[src/sv/udg_pkg.sv]
// Package for the unique digram stack: field types, status and opcode codes,
// the pad character and the character conversion functions.
// No dependencies; compiled before the interfaces and the top level.
package udg_pkg;

	localparam int DEFAULT_STACK_DEPTH = 64;

	typedef logic [1:0] opcode_t;
	typedef logic [7:0] char_t;
	typedef logic [6:0] occupancy_t;

	localparam opcode_t OP_CHAR = 2'd0;
	localparam opcode_t OP_END  = 2'd1;
	localparam opcode_t OP_POP  = 2'd2;

	typedef enum logic [2:0] {
		ST_PUSHED     = 3'd0,
		ST_DUP        = 3'd1,
		ST_WAIT       = 3'd2,
		ST_POPPED     = 3'd3,
		ST_EMPTY_POP  = 3'd4,
		ST_FULL       = 3'd5,
		ST_EMPTY_WORD = 3'd6
	} status_t;

	localparam char_t PAD_CHAR = 8'h20;

	// ASCII punctuation: the four printable ranges that are neither
	// letters, digits nor the space.
	function automatic logic is_punct(input char_t c);
		return (c >= 8'd33 && c <= 8'd47) || (c >= 8'd58 && c <= 8'd64) ||
		       (c >= 8'd91 && c <= 8'd96) || (c >= 8'd123 && c <= 8'd126);
	endfunction

	// Punctuation becomes a space, lower case letters become upper case.
	function automatic char_t convert_char(input char_t c);
		if (is_punct(c)) begin
			return PAD_CHAR;
		end else if (c >= 8'h61 && c <= 8'h7A) begin
			return c - 8'h20;
		end else begin
			return c;
		end
	endfunction

endpackage

[src/sv/udg_if.sv]
// Channel interfaces of the unique digram stack: the request channel that
// carries characters and commands, and the response channel with results.
// Depends on udg_pkg for the payload types.
interface udg_req_if;
	logic               valid;
	logic               ready;
	udg_pkg::opcode_t   opcode;
	udg_pkg::char_t     char_in;

	modport source (output valid, output opcode, output char_in, input ready);
	modport sink   (input valid, input opcode, input char_in, output ready);
endinterface

interface udg_rsp_if;
	logic                 valid;
	logic                 ready;
	udg_pkg::status_t     status;
	udg_pkg::char_t       first_char;
	udg_pkg::char_t       second_char;
	udg_pkg::occupancy_t  occupancy;

	modport source (output valid, output status, output first_char,
		output second_char, output occupancy, input ready);
	modport sink   (input valid, input status, input first_char,
		input second_char, input occupancy, output ready);
endinterface

[src/sv/unique_digram_stack.sv]
// Top level of the unique digram stack: word assembly, duplicate scan over
// the digram memory, push and pop. Depends on udg_pkg and the interfaces
// in udg_if.sv.
//
// The block takes a word one character per request transaction, pairs the
// characters into upper-case digrams (punctuation turns into a space, an odd
// last character is padded with a space at end of word) and pushes each
// digram onto a stack unless the stack already holds it or is full. A pop request
// returns the top digram. Every request transaction gives exactly one
// response transaction carrying a status, the digram concerned and the
// occupancy after the step. A character that only starts a pair, an end of
// word with nothing pending, an empty pop and an ignored opcode have their
// response loaded on acceptance. A completed digram is compared against every
// stored entry, one entry per cycle through the single read port of the
// digram memory: the accept step, one read per entry, a compare of the last
// read, a step to leave the scan and the loading of the response, which waits
// while the output register cannot take it. A pop reads the top entry through
// the registered memory read port before it loads the response. The response
// sits in an output register; a new request is taken while the block is idle
// and that register is empty or is being drained in the same cycle. The
// memory needs no clearing after reset: only entries below the occupancy are
// read.
module unique_digram_stack #(
	parameter int STACK_DEPTH = udg_pkg::DEFAULT_STACK_DEPTH
) (
	input  logic      clk,
	input  logic      arst_n,
	udg_req_if.sink   req,
	udg_rsp_if.source rsp
);
	import udg_pkg::*;

	localparam int AW = (STACK_DEPTH > 1) ? $clog2(STACK_DEPTH) : 1;
	localparam int CW = $clog2(STACK_DEPTH + 1);
	localparam logic [CW-1:0] DEPTH_C = CW'(STACK_DEPTH);

	typedef enum logic [4:0] {
		S_IDLE = 5'b00001,
		S_SCAN = 5'b00010,
		S_FIN  = 5'b00100,
		S_POP1 = 5'b01000,
		S_POP2 = 5'b10000
	} state_t;

	// Digram memory: first character in the high byte.
	logic [15:0] mem [STACK_DEPTH];

	state_t        state_q;
	logic [CW-1:0] cnt_q;
	logic [CW-1:0] ia_q;
	logic          rd_vld_s1;
	logic          match_q;
	logic [15:0]   rd_data_q;
	logic [15:0]   d_q;
	char_t         held_char_q;
	logic          held_valid_q;
	logic [1:0]    wls_q;

	logic          out_valid_q;
	status_t       status_q;
	char_t         first_q;
	char_t         second_q;
	occupancy_t    occ_q;

	logic          accept;
	logic          out_free;
	logic          issue;
	logic          rd_en;
	logic [AW-1:0] rd_addr;
	logic          push_wr;

	// Response register may be loaded when empty or emptied this cycle.
	assign out_free  = !out_valid_q || rsp.ready;
	assign req.ready = (state_q == S_IDLE) && out_free;
	assign accept    = req.valid && req.ready;

	// The scan issues one read per cycle until every held entry is requested.
	assign issue   = (state_q == S_SCAN) && (ia_q < cnt_q);
	assign rd_en   = issue || (state_q == S_POP1);
	assign rd_addr = (state_q == S_POP1) ? cnt_q[AW-1:0] : ia_q[AW-1:0];
	assign push_wr = (state_q == S_FIN) && out_free && !match_q && (cnt_q != DEPTH_C);

	always_ff @(posedge clk) begin
		if (rd_en) begin
			rd_data_q <= mem[rd_addr];
		end
		if (push_wr) begin
			mem[cnt_q[AW-1:0]] <= d_q;
		end
	end

	// Digram register, loaded on an accepted character or end of word.
	always_ff @(posedge clk) begin
		if (accept) begin
			if (req.opcode == OP_CHAR && held_valid_q) begin
				d_q <= {convert_char(held_char_q), convert_char(req.char_in)};
			end else if (req.opcode == OP_END) begin
				d_q <= {convert_char(held_char_q), PAD_CHAR};
			end
		end
	end

	always_ff @(posedge clk or negedge arst_n) begin
		if (!arst_n) begin
			state_q      <= S_IDLE;
			cnt_q        <= '0;
			ia_q         <= '0;
			rd_vld_s1    <= 1'b0;
			match_q      <= 1'b0;
			held_char_q  <= '0;
			held_valid_q <= 1'b0;
			wls_q        <= '0;
			out_valid_q  <= 1'b0;
		end else begin
			rd_vld_s1 <= issue;
			if (rsp.ready) begin
				out_valid_q <= 1'b0;
			end
			unique case (state_q)
				S_IDLE: begin
					if (accept) begin
						unique case (req.opcode)
							OP_CHAR: begin
								if (wls_q != 2'd2) begin
									wls_q <= wls_q + 2'd1;
								end
								if (!held_valid_q) begin
									held_char_q  <= req.char_in;
									held_valid_q <= 1'b1;
									out_valid_q  <= 1'b1;
								end else begin
									held_valid_q <= 1'b0;
									ia_q         <= '0;
									match_q      <= 1'b0;
									state_q      <= S_SCAN;
								end
							end
							OP_END: begin
								if (wls_q == 2'd0) begin
									out_valid_q <= 1'b1;
								end else if (!held_valid_q ||
								             (wls_q == 2'd1 && is_punct(held_char_q))) begin
									held_char_q  <= '0;
									held_valid_q <= 1'b0;
									wls_q        <= '0;
									out_valid_q  <= 1'b1;
								end else begin
									held_char_q  <= '0;
									held_valid_q <= 1'b0;
									wls_q        <= '0;
									ia_q         <= '0;
									match_q      <= 1'b0;
									state_q      <= S_SCAN;
								end
							end
							OP_POP: begin
								if (cnt_q == '0) begin
									out_valid_q <= 1'b1;
								end else begin
									cnt_q   <= cnt_q - 1'b1;
									state_q <= S_POP1;
								end
							end
							default: begin
								out_valid_q <= 1'b1;
							end
						endcase
					end
				end
				S_SCAN: begin
					if (issue) begin
						ia_q <= ia_q + 1'b1;
					end
					if (rd_vld_s1 && rd_data_q == d_q) begin
						match_q <= 1'b1;
					end
					if (!issue && !rd_vld_s1) begin
						state_q <= S_FIN;
					end
				end
				S_FIN: begin
					if (out_free) begin
						if (push_wr) begin
							cnt_q <= cnt_q + 1'b1;
						end
						out_valid_q <= 1'b1;
						state_q     <= S_IDLE;
					end
				end
				S_POP1: begin
					state_q <= S_POP2;
				end
				S_POP2: begin
					if (out_free) begin
						out_valid_q <= 1'b1;
						state_q     <= S_IDLE;
					end
				end
				default: begin
					state_q <= S_IDLE;
				end
			endcase
		end
	end

	// Response payload, loaded in every cycle that sets out_valid_q; an accept that starts a scan or a pop loads it too.
	always_ff @(posedge clk) begin
		unique case (state_q)
			S_IDLE: begin
				if (accept) begin
					first_q  <= '0;
					second_q <= '0;
					occ_q    <= occupancy_t'(cnt_q);
					if (req.opcode == OP_CHAR) begin
						status_q <= ST_WAIT;
					end else if (req.opcode == OP_END) begin
						if (wls_q == 2'd0 || (held_valid_q && wls_q == 2'd1 &&
						                      is_punct(held_char_q))) begin
							status_q <= ST_EMPTY_WORD;
						end else begin
							status_q <= ST_WAIT;
						end
					end else if (req.opcode == OP_POP) begin
						status_q <= ST_EMPTY_POP;
					end else begin
						status_q <= ST_WAIT;
					end
				end
			end
			S_FIN: begin
				if (out_free) begin
					first_q  <= d_q[15:8];
					second_q <= d_q[7:0];
					if (match_q) begin
						status_q <= ST_DUP;
						occ_q    <= occupancy_t'(cnt_q);
					end else if (cnt_q == DEPTH_C) begin
						status_q <= ST_FULL;
						occ_q    <= occupancy_t'(cnt_q);
					end else begin
						status_q <= ST_PUSHED;
						occ_q    <= occupancy_t'(cnt_q + 1'b1);
					end
				end
			end
			S_POP2: begin
				if (out_free) begin
					status_q <= ST_POPPED;
					first_q  <= rd_data_q[15:8];
					second_q <= rd_data_q[7:0];
					occ_q    <= occupancy_t'(cnt_q);
				end
			end
			default: begin
			end
		endcase
	end

	assign rsp.valid       = out_valid_q;
	assign rsp.status      = status_q;
	assign rsp.first_char  = first_q;
	assign rsp.second_char = second_q;
	assign rsp.occupancy   = occ_q;

endmodule

[src/flat_wrapper.sv]
// flat-port wrapper written by rule: the top's interface ports become plain ports
module unique_digram_stack_flat import udg_pkg::*;
#(
	parameter int STACK_DEPTH = udg_pkg::DEFAULT_STACK_DEPTH
)
  (clk, arst_n, req_valid, req_opcode, req_char_in, req_ready, rsp_valid, rsp_status, rsp_first_char, rsp_second_char, rsp_occupancy, rsp_ready);
  udg_req_if req_i ();
  udg_rsp_if rsp_i ();
  input  logic clk;
  input  logic arst_n;
  input wire logic [$bits(req_i.valid)-1:0] req_valid;
  input wire logic [$bits(req_i.opcode)-1:0] req_opcode;
  input wire logic [$bits(req_i.char_in)-1:0] req_char_in;
  output wire logic [$bits(req_i.ready)-1:0] req_ready;
  output wire logic [$bits(rsp_i.valid)-1:0] rsp_valid;
  output wire logic [$bits(rsp_i.status)-1:0] rsp_status;
  output wire logic [$bits(rsp_i.first_char)-1:0] rsp_first_char;
  output wire logic [$bits(rsp_i.second_char)-1:0] rsp_second_char;
  output wire logic [$bits(rsp_i.occupancy)-1:0] rsp_occupancy;
  input wire logic [$bits(rsp_i.ready)-1:0] rsp_ready;
  assign req_i.valid = req_valid;
  assign req_i.opcode = req_opcode;
  assign req_i.char_in = req_char_in;
  assign req_ready = req_i.ready;
  assign rsp_valid = rsp_i.valid;
  assign rsp_status = rsp_i.status;
  assign rsp_first_char = rsp_i.first_char;
  assign rsp_second_char = rsp_i.second_char;
  assign rsp_occupancy = rsp_i.occupancy;
  assign rsp_i.ready = rsp_ready;
  unique_digram_stack #(.STACK_DEPTH(STACK_DEPTH)) u_core (.clk(clk), .arst_n(arst_n), .req(req_i), .rsp(rsp_i));
endmodule
[config.mk]
export PLATFORM = sky130hd
export DESIGN_NAME = unique_digram_stack_flat
export DESIGN_NICKNAME = d
export VERILOG_FILES = /design/src/sv/udg_pkg.sv /design/src/sv/udg_if.sv /design/src/sv/unique_digram_stack.sv /design/src/flat_wrapper.sv
export SDC_FILE = /design/constraint.sdc
export NUM_CORES = 1
export LEC_CHECK = 0
export ABC_AREA = 1
export BUFFER_PORTS_ARGS = -buffer_cell sky130_fd_sc_hd__buf_2
export CORE_MARGIN = 2
export CORE_UTILIZATION = 40
export DETAILED_ROUTE_END_ITERATION = 16
export PLACE_DENSITY_LB_ADDON = 0.3
export SLEW_MARGIN = 20
export SYNTH_ARGS = -nofsm -noshare
export SYNTH_HDL_FRONTEND = slang
export SYNTH_SLANG_ARGS = --single-unit
[constraint.sdc]
create_clock -name clk -period 11.8 [get_ports clk]
set_clock_uncertainty 0.1 [all_clocks]
set_input_delay 0.59 -clock clk [delete_from_list [all_inputs] [get_ports clk]]
set_output_delay 0.59 -clock clk [all_outputs]
set_load 0.03 [all_outputs]
==> flow_metrics.py, run 1 <==
metrics = {
    "status": {
        "status": "finished clean",
    },
    "worst_setup_path": {
        "crit_chain": "nor2_4, nand3_4, nand2_1, nand2_4, buf_4, buf_12, nand2_1, nand3_1, nand3_1, nand3_1, nand3_1, nand3_1, nand2_1",
        "cp_top_family": "simple AND/OR/NAND/NOR gates",
        "cpMaxStageDelayCell": "buf_4",
        "worst-path-buf-inv": 2,
        "crit_top_cell": "nand3_1",
        "endpoint_kind": "flop",
        "cp_data_arrival_time_ps": 5130,
        "path_class": "flop to flop",
        "worstPathMaxFanout": 196,
        "worstPathRequired_ps": 12140,
        "slowest_delay_ps": 740,
        "startpoint_type": "flop",
    },
    "floorplanning": {
        "rows": 129,
        "ios": 42,
        "die_width_um": 357,
        "initial_core_util_pct": 40.4,
        "coreArea_um2": 124000,
        "dieArea_um2": 128000,
        "dieHeight_um": 357,
    },
    "detailed_routing": {
        "wirelength_um": 138000,
        "firstDrtPassIters": 6,
        "wl_per_cell_um": 20.6,
        "vias": 34148,
        "drc": 0,
        "ant_nets": 0,
        "drt_iter0_drc": 3831,
        "avgViaCountPerCell": 5.09,
    },
    "place": {
        "gp_congestion": 0.872,
        "io_buffers": 41,
        "place_inst": 6491,
        "dpl.hpwl_um": 77500,
    },
    "sta": {
        "finalSetupTns_ps": 0,
        "min_period_ps": 4790,
        "hold_viol": 0,
        "fmax_ghz": 0.209,
        "slew_headroom_pct": 24.1,
        "final-setup-viol-count": 0,
        "rsz0062_at_grt": "no",
        "slew_viol_final": 0,
        "finalCritPeriodShare_pct": 40.6,
        "worstMarginPinSlew_ps": 1140,
    },
    "global_route": {
        "grt_overflow": 0,
        "antenna_found_initial": 7,
        "grt_max_degree": 213,
        "track_usage_pct": 21.4,
        "grt_pass1_wl_um": 206000,
        "grt_pass1_vias": 32456,
    },
    "synthesis": {
        "synth_top_family_by_area": "simple AND/OR/NAND/NOR gates",
        "synth-simple-area-share_pct": 21.1,
        "synth_xor_area_share_pct": 0.351,
        "synthFlopType": "edfxtp_1",
        "synth_cell_types": 45,
        "synth_fa_ha_area_share_pct": 0.601,
        "ys_ff_latch": 1115,
        "synth_edf_count": 1082,
        "synth_area_per_cell_um2": 10.1,
        "synth_compound_area_share_pct": 1.12,
        "synthesis.nets": 4972,
        "synth-async-reset-ratio_pct": 2.96,
        "synth_mux_area_share_pct": 0,
        "synthCells": 4934,
        "yosys_warnings": 0,
        "syn_area_um2": 50000,
        "ys_seq_area_share_pct": 66.7,
    },
    "clock_tree": {
        "cts.sinks": 1115,
        "numCtsBuffers": 116,
        "ctsHtreeMaxLevel": 3,
        "clock_path_buffers": 3,
        "path_clk_slew_ps": 60,
        "cts_tree": "built",
        "cts_resized": 0,
        "clock-root-buffer": "clkbuf_16",
        "clock_latency_ps": 700,
    },
    "flow_run": {
        "cap_violations": 0,
    },
    "layout": {
        "finalNonFillerCells": 6705,
        "layout.nets": 5011,
        "area_delta_synth_final_pct": 11.5,
        "drive_gt1_share_pct": 7.12,
    },
    "pwr": {
        "powerDensity_nw_per_um2": 200,
        "pwr-share-comb_pct": 27.0,
        "ir_worst_vdd_uv": 219,
        "intPower_mw": 7.29,
        "p_sw_mw": 3.86,
        "p_seq_share_pct": 41.6,
        "switching_share_pct": 34.6,
        "p_leak_nw": 23.5,
        "clock_power_share_pct": 31.4,
    },
    "min_path": {
        "min_path_type": "input pin to flop",
    },
}
tightest hold or removal path: stages:
cell	delay, ps
buf_2	130
inv_1	90
o21ai_0	90
stage by stage:
| step | util [%] | power, mW | instance area [um^2] | hold slack (ps) | setup slack, ps |
|---|---|---|---|---|---|
| finish | 45.0 | 11.2 | 55700 | 167 | 7010 |
| global route | 45.0 | 11.7 | 55700 | 173 | 6840 |
| CTS | 45.0 | 11.2 | 55700 | 124 | 7040 |
| detailed placement | 42.1 | 7.70 | 52100 | 412 | 7020 |
| global placement | 42.1 | 7.66 | 52100 | 401 | 7110 |
| floorplan | - | 6.79 | 50000 | 194 | 7990 |
cell type report:
cell class	instances	area, um^2
fill	11418	68100
sequential	1115	33300
multi-input combinational	2538	11700
inverter	1047	3930
clock buffer	147	3090
tap	1637	2050
timing repair buffer	155	1120
clock inverter	65	492
antenna	1	2.50
registers in the layout (all words and copies together) (netlist names), 2 cells and up:
name,cells
u_core.held_char_q,8
u_core.rsp.status,3
u_core.mem,1024
u_core.d_q,16
u_core.ia_q,7
u_core.wls_q,2
u_core.rsp.first_char,8
u_core.cnt_q,7
u_core.rsp.occupancy,7
u_core.rd_data_q,16
u_core.state_q,5
u_core.rsp.second_char,8
routing by layer:
layer  GRT usage, %  share of wire, %  vias up
li1               -                 -    16107
met1           29.7                43    16370
met2           33.0                44     1410
met3           4.48               8.8      259
met4           8.67               4.0        2
met5              0            0.0094        -
cell families after synthesis:
logic type | count (synthesis)
simple gates | 2405
flops | 1115
xor+xnor | 20
buf+inv | 1281
compound gates | 89
fa+ha+maj | 24
cell usage after synthesis (9+ instances only):
library cell	number	share of area, %
a21oi_1	13	0.13
clkbuf_1	31	0.23
ha_1	24	0.60
dfrtp_1	32	1.6
nand4_1	25	0.31
nand2_1	1188	8.9
o21ai_0	27	0.27
inv_1	1036	7.8
buf_1	12	0.090
buf_2	186	1.9
nor3_1	11	0.11
inv_2	9	0.068
nor2_1	123	0.92
edfxtp_1	1082	65
o22ai_1	13	0.16
xor2_1	13	0.23
nand3_1	1032	10
worst paths after layout:
path | start | endpoint | slack (ps) | depth (start not counted)
setup / recovery | u_core.state_q[0] | u_core.rd_data_q[13] | 7010 | 13
hold / removal | req_char_in[1] | u_core.held_char_q[1] | 170 | 3
setup reg to reg | u_core.state_q[0] | u_core.rd_data_q[13] | 7010 | 13
hold reg to reg | u_core.state_q[0] | u_core.state_q[0] | 420 | 2
max in group asynchronous | arst_n | u_core.held_char_q[5] | 10660 | 2
min in group asynchronous | arst_n | u_core.wls_q[1] | 420 | 2
power groups by stage:
stage,Sequential (mW),Combinational [mW],Clock (mW)
3_5_place_dp,4.72,2.97,0
2_1_floorplan,4.77,2.02,0
3_3_place_gp,4.72,2.94,0
5_1_grt,4.65,3.31,3.69
6_report,4.64,3.01,3.50
4_1_cts,4.64,2.99,3.54
layout by cell type (no fill, tap or decap), types with 24 or more instances in the layout:
cell | synthesis | final
ha_1 | 24 | 24
clkbuf_1 | 31 | 27
inv_1 | 1036 | 1036
buf_2 | 186 | 41
clkinv_1 | 2 | 28
o21ai_0 | 27 | 27
nor2_1 | 123 | 119
dfrtp_1 | 32 | 32
clkbuf_16 | 0 | 119
edfxtp_1 | 1082 | 1082
nand3_1 | 1032 | 1032
nand2_1 | 1188 | 1187
nand4_1 | 25 | 25
buf_4 | 3 | 108
timing repair:
| action | 4_1_cts | 5_1_grt |
|---|---|---|
| hold buffers | 1 | 0 |
| buffers inserted | 0 | 0 |
| endpoints found under the hold margin | 32 | 0 |
Power figures use the tool's default switching activity.
==> run 2: changes to the inputs <==
- ABC_AREA: 1 -> 0
- clock period: 11.8 -> 4.3 ns (I/O delays scaled with it)
==> run 2 against run 1 <==
Against the previous run:
- first-iteration DRC count rose by 5.6%
- global-route usage is 1.2 points higher
- setup slack worse by 6600 ps
- clock power grew to 2.8 times the previous value
- largest cell class unchanged
- wire length decreased by 2.3%
- critical path depth decreased by 4
- register-to-register slack worse by 6600 ps
- synthesized cell count decreased by 33%
- via count down 13%
- cell area shrank 6.0%
- largest power group unchanged
==> flow_metrics.py, run 2 <==
metrics = {
    "layout": {
        "largest_register_ffs": 1024,
        "final_util_pct": 46.4,
        "finalNonFillerCells": 5011,
        "drive_gt1_share_pct": 13.6,
        "layout_commonest_cell": "edfxtp_1",
        "n_antenna_cell": 0,
        "most-common-layout-cells": "edfxtp_1 (1082), nand2_1 (422), nand3_1 (290), and3_1 (162), o21ai_0 (160)",
        "area_delta_synth_final_pct": 14.7,
        "layout.nets": 3458,
    },
    "status": {
        "status": "finished clean",
    },
    "worst_setup_path": {
        "slowest_delay_ps": 830,
        "startpoint_type": "flop",
        "cp_top_family": "simple AND/OR/NAND/NOR gates",
        "worstPathRequired_ps": 4750,
        "worstPathMaxFanout": 24,
        "endpoint_kind": "flop",
        "cpMaxStageDelayCell": "o21ai_4",
        "crit_top_cell": "buf_4",
        "crit_chain": "nor3_2, buf_4, nand2_1, o21ai_4, buf_4, a211oi_1, nor4_1, a31oi_1, nand4_1",
        "cp_data_arrival_time_ps": 4330,
        "worst-path-buf-inv": 2,
        "path_class": "flop to flop",
    },
    "place": {
        "gp_congestion": 0.900,
        "io_buffers": 41,
        "place_inst": 4797,
        "dpl.hpwl_um": 78800,
    },
    "synthesis": {
        "synth_area_per_cell_um2": 13.8,
        "yosys_warnings": 0,
        "syn_area_um2": 45700,
        "yosysMostFrequentCell": "edfxtp_1",
        "synthFlopType": "edfxtp_1",
        "synth_top_cell_by_area": "edfxtp_1",
        "ys_top_cells_by_count": "edfxtp_1 (1082), nand2_1 (423), nand3_1 (292), and3_1 (162), clkbuf_1 (162)",
        "synth_edf_count": 1082,
        "synthCells": 3315,
        "ys_seq_area_share_pct": 73.0,
        "synth_top_area_share_pct": 71.2,
        "synthesis.nets": 3353,
        "synth-async-reset-ratio_pct": 2.96,
        "synth_cell_types": 73,
        "yosys-top-cells-area": "edfxtp_1 (71%), nand2_1 (3.5%), nand3_1 (3.2%)",
        "ys_ff_latch": 1115,
    },
    "detailed_routing": {
        "avgViaCountPerCell": 5.96,
        "vias": 29843,
        "wirelength_um": 135000,
        "ant_nets": 0,
        "firstDrtPassIters": 10,
        "wl_per_cell_um": 26.9,
        "drt_iter0_drc": 4044,
        "drc": 0,
    },
    "clock_tree": {
        "cts_resized": 0,
        "cts_tree": "built",
        "clock_path_buffers": 3,
        "post_cts_buffers": 0,
        "clock-root-buffer": "clkbuf_16",
        "holdBufCountCts": 12,
        "path_clk_slew_ps": 70,
        "numCtsBuffers": 109,
        "cts.sinks": 1115,
        "clock_latency_ps": 690,
        "ctsHtreeMaxLevel": 3,
    },
    "pwr": {
        "finalPower_mw": 30.7,
        "powerDensity_nw_per_um2": 586,
        "p_leak_nw": 17.5,
        "ir_worst_vdd_uv": 360,
    },
    "sta": {
        "finalSetupTns_ps": 0,
        "worstMarginPinSlew_ps": 1070,
        "whs_ps": 43.2,
        "final-setup-viol-count": 0,
        "fmax_ghz": 0.258,
        "slew_headroom_pct": 28.7,
        "min_period_ps": 3880,
        "finalCritPeriodShare_pct": 90.3,
        "slew_viol_final": 0,
        "hold_viol": 0,
        "rsz0062_at_grt": "no",
    },
    "global_route": {
        "grt_pass1_wl_um": 195000,
        "antenna_found_initial": 5,
        "track_usage_pct": 22.6,
        "grt_pass1_vias": 28114,
        "grt_max_degree": 129,
        "grt_overflow": 0,
    },
    "flow_run": {
        "cap_violations": 0,
    },
    "floorplanning": {
        "rows": 123,
        "dieHeight_um": 342,
        "coreArea_um2": 113000,
        "dieArea_um2": 117000,
        "die_width_um": 342,
        "initial_core_util_pct": 40.5,
        "ios": 42,
    },
    "min_path": {
        "min_path_type": "input pin to async pin",
    },
}
[run 2: cell count changes after synthesis, moves of 131 or more]
cell / before / now
inv_1: 1036 / 59
nand2_1: 1188 / 423
nand3_1: 1032 / 292
and3_1: 0 / 162
buf_2: 186 / 52
a211oi_1: 0 / 133
o21ai_0: 27 / 160
clkbuf_1: 31 / 162
[run 2: worst paths after layout]
kind	slack (ps)	cells past startpoint	to	startpoint
max in group asynchronous	3530	2	u_core.cnt_q[6]	arst_n
worst min register to register	420	1	u_core.ia_q[6]	u_core.ia_q[6]
worst min-delay path	40	2	u_core.held_char_q[4]	arst_n
min in group clk	50	6	u_core.rsp.valid	rsp_ready
worst max-delay path	420	9	u_core.rd_data_q[5]	u_core.state_q[1]
worst max register to register	420	9	u_core.rd_data_q[5]	u_core.state_q[1]
[run 2: cell type report]
class / count / area [um^2]
clock buffers: 138 / 2880
clock inverters: 64 / 811
fillers: 9783 / 60500
inverters: 61 / 229
multi-input cells: 1907 / 11400
flip-flops and latches: 1115 / 33300
well taps: 1500 / 1880
repair buffers: 226 / 1870
[run 2: report_power, final]
| part | internal [mW] | switching, mW | total, mW |
|---|---|---|---|
| clock | 5.86 | 4.08 | 9.94 |
| combinational | 2.22 | 5.47 | 7.69 |
| sequential | 12.5 | 0.473 | 13.0 |
| total | 20.6 | 10.0 | 30.7 |
[run 2: per-stage QoR]
step | setup WS, ps | area, um^2
after CTS | 609 | 52300
final | 418 | 52300
after detailed placement | 631 | 48500
after global placement | 632 | 48500
after floorplan | 1150 | 45700
after global routing | 328 | 52300
[run 2: kinds of logic after synthesis]
kind of cell	share of synthesized area (%)
buf+inv	2.60
mux	0.702
fa+ha+maj	0.658
simple gates	12.0
compound gates	10.5
flops	73.0
xor+xnor	0.499
[run 2: worst register-to-register path: cells and delay by family, from the launching register on]
kind / cells / cell delay (ps)
AO/OA/AOI/OAI: 3 / 1210
buffers and inverters: 2 / 610
AND/OR/NAND/NOR: 4 / 1400
flip-flops: 1 / 440
[run 2: metal layers]
layer / vias up / part of all wire, % / global-route usage (%)
met1: 15054 / 42 / 32.5
met4: 2 / 3.4 / 7.52
met3: 237 / 9.7 / 4.09
met5: - / 0.0067 / 0
met2: 1493 / 45 / 34.8
li1: 13057 / - / -
